## src/ppg_prd_pkg.sv

```systemverilog
// ============================================================================
// ppg_prd_pkg
// Shared types and constants of the optical pulse rate detector: sequencer
// states, direction codes, register addresses and the divider request bundle.
// ============================================================================
package ppg_prd_pkg;

	// Register byte addresses on the configuration port.
	localparam logic [3:0] ADDR_TICKS_PER_MINUTE = 4'h0;
	localparam logic [3:0] ADDR_IDLE_TICKS_LIMIT = 4'h4;
	localparam logic [3:0] ADDR_RATE_GATE        = 4'h8;

	// Register reset values.
	localparam logic [15:0] TPM_RESET  = 16'd3000;
	localparam logic [15:0] IDLE_RESET = 16'd200;
	localparam logic [7:0]  GATE_RESET = 8'd15;
	localparam logic [15:0] HELD_RESET = 16'd75;

	// Turning-point trackers restart from these values after every peak.
	localparam logic [31:0] RMAX_RESET = 32'hFFFF_F000;
	localparam logic [31:0] RMIN_RESET = 32'd4095;

	// Stream payload widths.
	localparam int S_TDATA_W = 48;
	localparam int M_TDATA_W = 48;

	typedef enum logic [1:0] {
		DIR_NONE = 2'b00,
		DIR_RISE = 2'b01,
		DIR_FALL = 2'b10
	} dir_t;

	typedef enum logic [3:0] {
		ST_IDLE,
		ST_FILT1,
		ST_FILT2,
		ST_AVG_PUSH,
		ST_AVG_GO,
		ST_THR_GO,
		ST_TURN,
		ST_PEAK,
		ST_INT_GO,
		ST_RATE_GO,
		ST_DIV_WAIT,
		ST_GATE,
		ST_DONE
	} state_t;

	// Request to the shared serial divider.
	typedef struct packed {
		logic        start;
		logic [31:0] dividend;
		logic [31:0] divisor;
	} div_req_t;

	// Response of the shared serial divider.
	typedef struct packed {
		logic        done;
		logic [31:0] quotient;
	} div_rsp_t;

endpackage

```

## src/ppg_prd_div.sv

```systemverilog
// ============================================================================
// ppg_prd_div
// Unsigned restoring divider, one quotient bit per cycle. A request starts a
// run; done pulses for one cycle when the quotient is ready, and the
// quotient then holds until the next request.
// ============================================================================
module ppg_prd_div
	import ppg_prd_pkg::*;
(
	input  logic     clk,
	input  logic     arst_n,
	input  div_req_t req,
	output div_rsp_t rsp
);

	logic        busy_q;
	logic        done_q;
	logic [5:0]  cnt_q;
	logic [32:0] rem_q;
	logic [31:0] quo_q;
	logic [31:0] dsr_q;
	logic [32:0] trial;

	// Trial subtraction of the divisor from the shifted partial remainder.
	assign trial = {rem_q[31:0], quo_q[31]} - {1'b0, dsr_q};

	always_ff @(posedge clk or negedge arst_n) begin
		if (!arst_n) begin
			busy_q <= 1'b0;
			done_q <= 1'b0;
			cnt_q  <= '0;
		end else begin
			done_q <= 1'b0;
			if (req.start) begin
				busy_q <= 1'b1;
				cnt_q  <= 6'd32;
			end else if (busy_q) begin
				cnt_q <= cnt_q - 6'd1;
				if (cnt_q == 6'd1) begin
					busy_q <= 1'b0;
					done_q <= 1'b1;
				end
			end
		end
	end

	// Remainder and quotient shift registers.
	always_ff @(posedge clk) begin
		if (req.start) begin
			rem_q <= '0;
			quo_q <= req.dividend;
			dsr_q <= req.divisor;
		end else if (busy_q) begin
			if (!trial[32]) begin
				rem_q <= trial;
				quo_q <= {quo_q[30:0], 1'b1};
			end else begin
				rem_q <= {rem_q[31:0], quo_q[31]};
				quo_q <= {quo_q[30:0], 1'b0};
			end
		end
	end

	assign rsp.done     = done_q;
	assign rsp.quotient = quo_q;

endmodule

```

## src/ppg_pulse_rate_detector_top.sv

```systemverilog
// ============================================================================
// ppg_pulse_rate_detector_top
// Pulse rate from an optical pulse sensor: shift-only scaling and band-pass,
// moving average, turning-point peak detection and a gated rate estimate.
// ============================================================================
// Usage:
// One sample request enters on the s_ stream (raw sample and tick stamp) and
// produces exactly one result on the m_ stream (filtered value, rate and a
// peak flag in m_tuser). The block works on one sample at a time under a
// small sequencer; s_tready is high only while it is idle.
// A sample goes through nine filter and peak steps, then the rate division on
// the shared serial divider, a gate step and a final step with the default
// power-of-two window and history sizes. Without a positive mean interval
// there is no division. When a size is not a power of two, its rounded mean
// also goes through the divider, for up to three such means per sample.
// The result sits in an output register, so a new sample is taken while an
// earlier result still waits; if the receiver stalls, the finished sample
// waits in its last step until the output register frees up.
// Reset clears all filter, window and history state, restores the register
// defaults and the held rate of 75, and leaves both streams empty.
// Registers are written through the APB port; the user must do so only
// while the block is idle, since the block itself does not enforce it.
// ============================================================================
module ppg_pulse_rate_detector_top
	import ppg_prd_pkg::*;
#(
	parameter int AVERAGE_TAPS  = 8,
	parameter int HISTORY_DEPTH = 4
) (
	input  logic                 clk,
	input  logic                 arst_n,
	// Sample stream.
	input  logic                 s_tvalid,
	output logic                 s_tready,
	input  logic [S_TDATA_W-1:0] s_tdata,   // raw_sample[11:0], tick_count[43:12], zero pad
	// Result stream.
	output logic                 m_tvalid,
	input  logic                 m_tready,
	output logic [M_TDATA_W-1:0] m_tdata,   // filtered_value[31:0], heart_rate[47:32]
	output logic                 m_tuser,   // peak_found
	// Configuration port.
	input  logic                 psel,
	input  logic                 penable,
	input  logic                 pwrite,
	input  logic [3:0]           paddr,
	input  logic [31:0]          pwdata,
	output logic [31:0]          prdata,
	output logic                 pready
);

	localparam int          AVG_LOG   = $clog2(AVERAGE_TAPS);
	localparam int          HIST_LOG  = $clog2(HISTORY_DEPTH);
	localparam bit          AVG_POW2  = (AVERAGE_TAPS & (AVERAGE_TAPS - 1)) == 0;
	localparam bit          HIST_POW2 = (HISTORY_DEPTH & (HISTORY_DEPTH - 1)) == 0;
	localparam logic [31:0] AVG_HALF  = 32'(AVERAGE_TAPS / 2);
	localparam logic [31:0] HIST_HALF = 32'(HISTORY_DEPTH / 2);

	// Configuration registers.
	logic [15:0] tpm_q;
	logic [15:0] idle_q;
	logic [7:0]  gate_q;

	// Sequencer.
	state_t state_q, state_d;
	state_t ret_q;

	// Filter and detection state.
	logic [31:0] sh0_q, sh1_q;
	logic [31:0] fh0_q, fh1_q;
	logic [31:0] win_q  [AVERAGE_TAPS];
	logic [31:0] ivl_q  [HISTORY_DEPTH];
	logic [31:0] swg_q  [HISTORY_DEPTH];
	logic [31:0] avg_sum_q;
	logic [31:0] ivl_sum_q;
	logic [31:0] swg_sum_q;
	logic [31:0] prev_f_q;
	dir_t        prev_dir_q;
	logic [31:0] rmax_q;
	logic [31:0] rmin_q;
	logic [31:0] lpt_q;
	logic [15:0] held_q;

	// Per-sample working registers.
	logic [11:0] raw_q;
	logic [31:0] tick_q;
	logic [31:0] acc_q;
	logic [31:0] res_q;
	logic [31:0] f_q;
	logic        neg_q;
	logic        peak_q;

	// Output register.
	logic        m_tvalid_q;
	logic [31:0] out_f_q;
	logic [15:0] out_rate_q;
	logic        out_peak_q;

	// Divider link.
	div_req_t div_req;
	div_rsp_t div_rsp;

	// Combinational helpers.
	logic [31:0] x_val;
	logic [31:0] y_val;
	logic        sel_avg;
	logic        mean_use_div;
	logic [31:0] mean_s;
	logic [31:0] mean_u;
	logic [31:0] mean_q;
	logic [31:0] mean_pow2;
	logic        f_rise, f_fall;
	logic [31:0] diff;
	logic        peak;
	logic [31:0] dur;
	logic [31:0] elapsed;
	logic        idle_push;
	logic        m_pos;
	logic        out_free;
	logic [17:0] hr18, lo18, hi18;
	logic        gate_ok;
	logic        cfg_wr;

	ppg_prd_div u_div (
		.clk    (clk),
		.arst_n (arst_n),
		.req    (div_req),
		.rsp    (div_rsp)
	);

	// ------------------------------------------------------------------
	// Configuration port
	// ------------------------------------------------------------------
	assign pready = 1'b1;
	assign cfg_wr = psel && penable && pwrite && pready;

	always_ff @(posedge clk or negedge arst_n) begin
		if (!arst_n) begin
			tpm_q  <= TPM_RESET;
			idle_q <= IDLE_RESET;
			gate_q <= GATE_RESET;
		end else if (cfg_wr) begin
			case (paddr)
				ADDR_TICKS_PER_MINUTE: tpm_q  <= pwdata[15:0];
				ADDR_IDLE_TICKS_LIMIT: idle_q <= pwdata[15:0];
				ADDR_RATE_GATE:        gate_q <= pwdata[7:0];
				default:               ;
			endcase
		end
	end

	// Register read-back.
	always_comb begin
		case (paddr)
			ADDR_TICKS_PER_MINUTE: prdata = {16'd0, tpm_q};
			ADDR_IDLE_TICKS_LIMIT: prdata = {16'd0, idle_q};
			ADDR_RATE_GATE:        prdata = {24'd0, gate_q};
			default:               prdata = '0;
		endcase
	end

	// ------------------------------------------------------------------
	// Datapath helpers
	// ------------------------------------------------------------------

	// Scaling by shifts, then the two halves of the band-pass recursion.
	assign x_val = {20'd0, 12'(({1'b0, raw_q} >> 3) + (raw_q >> 5) + (raw_q >> 6))};
	assign y_val = acc_q + fh0_q + 32'($signed(fh0_q) >>> 1) + 32'($signed(fh0_q) >>> 2)
		- 32'($signed(fh0_q) >>> 4);

	// Rounded mean: floor division of the biased sum, done on the one's
	// complement of negative sums so that the core division is unsigned.
	assign sel_avg      = (state_q == ST_AVG_GO);
	assign mean_use_div = sel_avg ? !AVG_POW2 : !HIST_POW2;
	assign mean_s       = sel_avg ? (avg_sum_q + AVG_HALF)
		: ((state_q == ST_THR_GO) ? swg_sum_q : ivl_sum_q) + HIST_HALF;
	assign mean_u       = mean_s[31] ? ~mean_s : mean_s;
	assign mean_pow2    = sel_avg ? (mean_u >> AVG_LOG) : (mean_u >> HIST_LOG);
	assign mean_q       = mean_s[31] ? ~mean_pow2 : mean_pow2;

	// Direction of the filtered value against the previous one.
	assign f_rise = $signed(f_q) > $signed(prev_f_q);
	assign f_fall = $signed(f_q) < $signed(prev_f_q);

	// Peak decision against half the mean swing (res_q holds that mean).
	assign diff      = rmax_q - rmin_q;
	assign peak      = $signed({diff[31], diff, 1'b0}) > $signed({{2{res_q[31]}}, res_q});
	assign dur       = (tick_q > lpt_q) ? (tick_q - lpt_q) : (tick_q - lpt_q - 32'd1);
	assign elapsed   = tick_q - lpt_q;
	assign idle_push = !peak && (elapsed > {16'd0, idle_q});

	// Positive check of the interval mean, and the rate gate on the divider quotient.
	assign m_pos   = !res_q[31] && (res_q != 32'd0);
	assign hr18    = {2'b00, res_q[15:0]};
	assign lo18    = {2'b00, held_q} - {10'd0, gate_q};
	assign hi18    = {2'b00, held_q} + {10'd0, gate_q};
	assign gate_ok = ($signed(hr18) > $signed(lo18)) && ($signed(hr18) < $signed(hi18))
		&& (res_q[31:16] == 16'd0);

	assign out_free = !m_tvalid_q || m_tready;

	// ------------------------------------------------------------------
	// Sequencer: next state
	// ------------------------------------------------------------------
	always_comb begin
		state_d = state_q;
		case (state_q)
			ST_IDLE:     if (s_tvalid) state_d = ST_FILT1;
			ST_FILT1:    state_d = ST_FILT2;
			ST_FILT2:    state_d = ST_AVG_PUSH;
			ST_AVG_PUSH: state_d = ST_AVG_GO;
			ST_AVG_GO:   state_d = mean_use_div ? ST_DIV_WAIT : ST_THR_GO;
			ST_THR_GO:   state_d = mean_use_div ? ST_DIV_WAIT : ST_TURN;
			ST_TURN:     state_d = ST_PEAK;
			ST_PEAK:     state_d = ST_INT_GO;
			ST_INT_GO:   state_d = mean_use_div ? ST_DIV_WAIT : ST_RATE_GO;
			ST_RATE_GO:  state_d = m_pos ? ST_DIV_WAIT : ST_DONE;
			ST_DIV_WAIT: if (div_rsp.done) state_d = ret_q;
			ST_GATE:     state_d = ST_DONE;
			ST_DONE:     if (out_free) state_d = ST_IDLE;
			default:     state_d = ST_IDLE;
		endcase
	end

	// ------------------------------------------------------------------
	// Sequencer: outputs (handshake and divider requests)
	// ------------------------------------------------------------------
	always_comb begin
		s_tready         = (state_q == ST_IDLE);
		div_req.start    = 1'b0;
		div_req.dividend = mean_u;
		div_req.divisor  = sel_avg ? 32'(AVERAGE_TAPS) : 32'(HISTORY_DEPTH);
		case (state_q)
			ST_AVG_GO, ST_THR_GO, ST_INT_GO: begin
				div_req.start = mean_use_div;
			end
			ST_RATE_GO: begin
				div_req.start    = m_pos;
				div_req.dividend = {16'd0, tpm_q};
				div_req.divisor  = res_q;
			end
			default: ;
		endcase
	end

	// State register.
	always_ff @(posedge clk or negedge arst_n) begin
		if (!arst_n) begin
			state_q <= ST_IDLE;
		end else begin
			state_q <= state_d;
		end
	end

	// ------------------------------------------------------------------
	// Filter, detection and rate state
	// ------------------------------------------------------------------
	always_ff @(posedge clk or negedge arst_n) begin
		if (!arst_n) begin
			sh0_q      <= '0;
			sh1_q      <= '0;
			fh0_q      <= '0;
			fh1_q      <= '0;
			for (int i = 0; i < AVERAGE_TAPS; i++) win_q[i] <= '0;
			for (int i = 0; i < HISTORY_DEPTH; i++) begin
				ivl_q[i] <= '0;
				swg_q[i] <= '0;
			end
			avg_sum_q  <= '0;
			ivl_sum_q  <= '0;
			swg_sum_q  <= '0;
			prev_f_q   <= '0;
			prev_dir_q <= DIR_NONE;
			rmax_q     <= RMAX_RESET;
			rmin_q     <= RMIN_RESET;
			lpt_q      <= '0;
			held_q     <= HELD_RESET;
			ret_q      <= ST_IDLE;
			acc_q      <= '0;
			res_q      <= '0;
			f_q        <= '0;
			neg_q      <= 1'b0;
			peak_q     <= 1'b0;
		end else begin
			case (state_q)
				// Input half of the recursion and the scaled-sample history.
				ST_FILT1: begin
					acc_q <= x_val - sh1_q - 32'($signed(fh1_q) >>> 1)
						- 32'($signed(fh1_q) >>> 2) + 32'($signed(fh1_q) >>> 5);
					sh1_q <= sh0_q;
					sh0_q <= x_val;
				end
				// Feedback half and the filter history.
				ST_FILT2: begin
					fh1_q <= fh0_q;
					fh0_q <= y_val;
				end
				// Slide the averaging window, keeping its sum current.
				ST_AVG_PUSH: begin
					for (int i = 0; i < AVERAGE_TAPS - 1; i++) win_q[i] <= win_q[i + 1];
					win_q[AVERAGE_TAPS-1] <= fh0_q;
					avg_sum_q <= avg_sum_q - win_q[0] + fh0_q;
				end
				// Window mean, then swing mean.
				ST_AVG_GO: begin
					res_q <= mean_q;
					neg_q <= mean_s[31];
					ret_q <= ST_THR_GO;
				end
				ST_THR_GO: begin
					f_q   <= res_q;
					res_q <= mean_q;
					neg_q <= mean_s[31];
					ret_q <= ST_TURN;
				end
				// Record turning points and the new direction.
				ST_TURN: begin
					if (f_fall && prev_dir_q == DIR_RISE
							&& $signed(prev_f_q) > $signed(rmax_q)) begin
						rmax_q <= f_q;
					end
					if (f_rise && prev_dir_q == DIR_FALL
							&& $signed(prev_f_q) < $signed(rmin_q)) begin
						rmin_q <= f_q;
					end
					if (f_rise) begin
						prev_dir_q <= DIR_RISE;
					end else if (f_fall) begin
						prev_dir_q <= DIR_FALL;
					end
					prev_f_q <= f_q;
				end
				// Peak declaration, the history pushes it causes, and the idle swing push.
				ST_PEAK: begin
					peak_q <= peak;
					if (peak) begin
						for (int i = 0; i < HISTORY_DEPTH - 1; i++) ivl_q[i] <= ivl_q[i + 1];
						ivl_q[HISTORY_DEPTH-1] <= dur;
						ivl_sum_q <= ivl_sum_q - ivl_q[0] + dur;
						rmax_q    <= RMAX_RESET;
						rmin_q    <= RMIN_RESET;
						lpt_q     <= tick_q;
					end
					if (peak || idle_push) begin
						for (int i = 0; i < HISTORY_DEPTH - 1; i++) swg_q[i] <= swg_q[i + 1];
						swg_q[HISTORY_DEPTH-1] <= diff;
						swg_sum_q <= swg_sum_q - swg_q[0] + diff;
					end
				end
				// Interval mean.
				ST_INT_GO: begin
					res_q <= mean_q;
					neg_q <= mean_s[31];
					ret_q <= ST_RATE_GO;
				end
				// Rate division; the quotient needs no sign fix.
				ST_RATE_GO: begin
					neg_q <= 1'b0;
					ret_q <= ST_GATE;
				end
				ST_DIV_WAIT: begin
					if (div_rsp.done) begin
						res_q <= neg_q ? ~div_rsp.quotient : div_rsp.quotient;
					end
				end
				// Accept the new rate only inside the gate around the held one.
				ST_GATE: begin
					if (gate_ok) begin
						held_q <= res_q[15:0];
					end
				end
				default: ;
			endcase
		end
	end

	// Sample capture on an accepted request.
	always_ff @(posedge clk) begin
		if (s_tvalid && s_tready) begin
			raw_q  <= s_tdata[11:0];
			tick_q <= s_tdata[43:12];
		end
	end

	// ------------------------------------------------------------------
	// Output register
	// ------------------------------------------------------------------
	always_ff @(posedge clk or negedge arst_n) begin
		if (!arst_n) begin
			m_tvalid_q <= 1'b0;
		end else if (state_q == ST_DONE && out_free) begin
			m_tvalid_q <= 1'b1;
		end else if (m_tready) begin
			m_tvalid_q <= 1'b0;
		end
	end

	always_ff @(posedge clk) begin
		if (state_q == ST_DONE && out_free) begin
			out_f_q    <= f_q;
			out_rate_q <= held_q;
			out_peak_q <= peak_q;
		end
	end

	assign m_tvalid = m_tvalid_q;
	assign m_tdata  = {out_rate_q, out_f_q};
	assign m_tuser  = out_peak_q;

endmodule

```

## config.mk

```make
export PLATFORM = sky130hd
export DESIGN_NAME = ppg_pulse_rate_detector_top
export DESIGN_NICKNAME = d
export VERILOG_FILES = /design/src/ppg_prd_pkg.sv /design/src/ppg_prd_div.sv /design/src/ppg_pulse_rate_detector_top.sv
export SDC_FILE = /design/constraint.sdc
export NUM_CORES = 2
export LEC_CHECK = 0
export BUFFER_PORTS_ARGS = -buffer_cell sky130_fd_sc_hd__buf_4
export CORE_ASPECT_RATIO = 0.8
export CORE_UTILIZATION = 55
export CTS_CLUSTER_DIAMETER = 30
export CTS_CLUSTER_SIZE = 40
export DETAILED_ROUTE_END_ITERATION = 10
export HOLD_SLACK_MARGIN = 0.03
export PLACE_DENSITY = 0.76
export SYNTH_ARGS = -nofsm -noshare
export SYNTH_HDL_FRONTEND = slang
export SYNTH_SLANG_ARGS = --single-unit
```

## constraint.sdc

```tcl
create_clock -name clk -period 9.75 [get_ports clk]
set_input_delay 0.975 -clock clk [delete_from_list [all_inputs] [get_ports clk]]
set_output_delay 0.975 -clock clk [all_outputs]
set_load 0.02 [all_outputs]
```

==> out/qor.csv <==
stage,metric,value,unit
global_route,initial antenna violation count,14,
global_route,gr ovfl total,0,
place,pre-CTS setup slack,1920,ps
critical_path,WP data required,10480,ps
critical_path,CP peak stage delay,660,ps
timing,final critical-path required period,7970,ps
clock_tree,CTS buffer count,234,
synthesis,mean post-synth cell area,9.43,um^2
floorplanning,core area,129000,um^2
place,placed insts,9283,
synthesis,Post-Synth Adder-Cell Area,0.153,
timing,pin slew with the least headroom to its limit,1320,ps
timing,setup TNS,0,ps
critical_path,Bufs and invs on worst path,1,
floorplanning,Die ar.,132000,um^2
detailed_routing,via count,54900,
pwr,Leakage,39.0,nW
timing,worst hold slack,165,ps
place,Post-DP Area,74500,um^2
pwr,Power Density,167,nW/um^2
critical_path,highest-delay cell along the critical path,o311ai_0,
synthesis,compound-gate portion of the synthesized area,0.126,
timing,endpoints failing setup,0,
clock_tree,CTS Buffer Depth,3,
place,hpwl dp,130,mm
clock_tree,post-cts hold buffer count,0,
detailed_routing,Metal-1 WL,80.8,mm
finish,synthesis-to-layout area growth,15.5,%
finish,Final #Nets,8597,
global_route,pin count of the biggest net entering global routing,202,
synthesis,Post-Synth XOR/XNOR Area,0.0437,
finish,layout cell share with drive strength beyond 1,0.114,
place,GP Congestion,0.941,
critical_path,worst-path fanout max,6,
timing,count of final hold-check violations,0,
finish,"commonest non-fill, non-tap cell in the layout",nand2_1,
clock_tree,CTS sink count,1178,
timing,Max-slew headroom,0.0972,
synthesis,Post-Synth Simple-Gate Area,0.153,
critical_path,FF-to-FF Start,tick_q[2],
global_route,GRT Util Overall,0.282,
detailed_routing,DRT Pass-1 Iters,5,
floorplanning,Die Y,325,um
synthesis,multiplexer share of the synthesized area,0.0471,
finish,# fillers,10100,
global_route,first-pass GRT wire length,296,mm
critical_path,Worst Setup SP,tick_q[2],
critical_path,startpoint types,register,
clock_tree,Worst-path clk slew,50,ps
synthesis,register area share after synthesis,0.419,
floorplanning,Rows,118,
synthesis,largest family of logic cells by synthesized area,adder cells,
detailed_routing,drt wl/cell,18.9,um
pwr,maximum vdd drop,0.163,mV
detailed_routing,DR WL met2,83.4,mm
synthesis,"Top FF cell, synth",dfrtp_1,
clock_tree,CTS tree,built,
synthesis,Synth async-reset ratio,0.842,
hold_path,Hold/Removal Path Class,in2async,
critical_path,crit-path leading delay family,simple AND/OR/NAND/NOR gates,
critical_path,CP Class,reg2reg,
synthesis,post-synthesis cell count,7626,
clock_tree,postcts setup bufs,0,
detailed_routing,DRC,0,
floorplanning,Die Wd,406,um
critical_path,Critical Path End Type,register,
detailed_routing,final WL,184,mm
detailed_routing,metal3 WL,13.7,mm
timing,final worst-path cycle share,0.818,
finish,register area,30200,um^2
floorplanning,IO Pins,175,
job,max cap viols,0,
timing,RSZ-0062 raised after global routing,no,
clock_tree,PostCTS Resize Cnt,0,
critical_path,Critical Path AT,8700,ps
timing,Peak Freq,0.125,GHz
timing,setup ws final,1780,ps
synthesis,Yosys reg bits,1178,
detailed_routing,top sig layer,met5,
outcome,outcome,completed,
finish,Multi-input gate area,37800,um^2
floorplanning,initial core utilization,0.555,
timing,Clock Skew,45.5,ps
clock_tree,Clk Tree Root Cell,clkbuf_16,
synthesis,Unique masters post-synth,90,
detailed_routing,post-route ant nets,0,
clock_tree,H-tree levels,4,
synthesis,yosys warns,0,
synthesis,Post-synth EDFFs,154,
global_route,vias in the first global route,54600,
clock_tree,worst skew pair latency,850,ps
finish,design area,83100,um^2
finish,"commonest non-fill, non-tap cells in the layout","nand2_1 (1635), dfrtp_1 (941), inv_1 (745), o21ai_0 (558), ha_1 (471)",
detailed_routing,Iter 0 DRT Violations,4949,
place,# port buffers,134,
finish,Non-Filler Instances,9736,
detailed_routing,Vias/cell,5.64,
synthesis,Syn Std Cell Area,71900,um^2
timing,"Slew Viols, Final",0,
==> sequential cells by signal, summed over array words and instances (netlist names), 31 cells and up <==
signal       flops
rmin_q          32
ivl_q          128
win_q          256
prev_f_q        32
fh0_q           32
ivl_sum_q       32
lpt_q           32
out_f_q         32
res_q           32
rmax_q          32
fh1_q           31
tick_q          32
u_div.quo_q     32
f_q             32
acc_q           32
u_div.dsr_q     32
avg_sum_q       32
swg_sum_q       32
swg_q          128
u_div.rem_q     32
==> final cells by class <==
cell class,instances,area share
clock inverter,173,0.0275
timing repair buffer,194,0.0185
sequential,1178,0.363
multi-input combinational,5426,0.455
antenna,5,0.000151
tap,1740,0.0262
inverter,745,0.0337
clock buffer,275,0.0757
==> path summary, 6_finish.rpt <==
check	end	slack, ps	depth (start not counted)
max	ivl_sum_q[31]	1780	26
max reg2reg	ivl_sum_q[31]	1780	26
min in group clk	tick_q[30]	300	1
min	prev_f_q[30]	160	1
min reg2reg	win_q[119]	440	2
max in group asynchronous	lpt_q[20]	7290	3
==> per-layer routing <==
| layer | global-route usage | up-vias |
|---|---|---|
| met4 | 0.103 | 18 |
| li1 | - | 25900 |
| met1 | 0.394 | 26900 |
| met5 | 0 | - |
| met2 | 0.434 | 1678 |
| met3 | 0.0602 | 387 |
==> where the power goes <==
| part | internal (mW) | switching, mW |
|---|---|---|
| combinational | 0.0827 | 0.177 |
| sequential | 5.01 | 0.0313 |
| clock | 5.63 | 2.94 |
==> worst reg2reg max path: stages, from the launching register on <==
cell and delay, ps:
edfxtp_1 400, ha_1 360, nor2b_1 180, o31ai_1 420, a21boi_0 180, or3_1 340
a211oi_1 630, nand2_1 220, nor3_1 260, nand2b_1 200, or4_1 450, xnor2_1 200
fa_1 510, inv_1 40, ha_1 360, nand2_1 90, or3_1 390, nor2_1 100
nand3_1 70, o21ai_0 370, o21ai_0 280, o311ai_0 660, a2111oi_0 210, or3b_2 500
nor4_1 210, nor2b_1 90, xnor2_1 130
==> stage by stage <==
stage | total power, mW | utilization
floorplan | 5.22 | -
global placement | 5.38 | 0.575
detailed placement | 5.39 | 0.575
CTS | 14.0 | 0.641
global route | 14.2 | 0.641
finish | 13.9 | 0.642
==> synthesized netlist by cell type (94+ instances only) <==
master       n  area, um^2
a21o_1     149        1120
o21ai_0    558        2790
nand3_1     99         495
edfxtp_1   154        4620
dfrtp_1    942       23600
ha_1       471        5890
nor2_1     369        1390
fa_1       256        5120
inv_1      745        2800
a21oi_1    302        1510
mux2i_1     94         941
xnor2_1    221        1940
xor2_1     135        1180
mux2_2      96        1080
nand2_1   1638        6150
clkbuf_1   241         905
==> cells by family (layout without fill, tap and decap cells) <==
| kind of cell | count (synthesis) | count (layout) |
|---|---|---|
| buf+inv | 1037 | 1387 |
| compound gates | 1472 | 1472 |
| flops | 1178 | 1178 |
| xor+xnor | 357 | 357 |
| fa+ha+maj | 727 | 727 |
| mux | 281 | 281 |
| simple gates | 2572 | 2572 |
| other cells | 2 | 22 |
No activity file was read; power rests on OpenSTA's default activity.
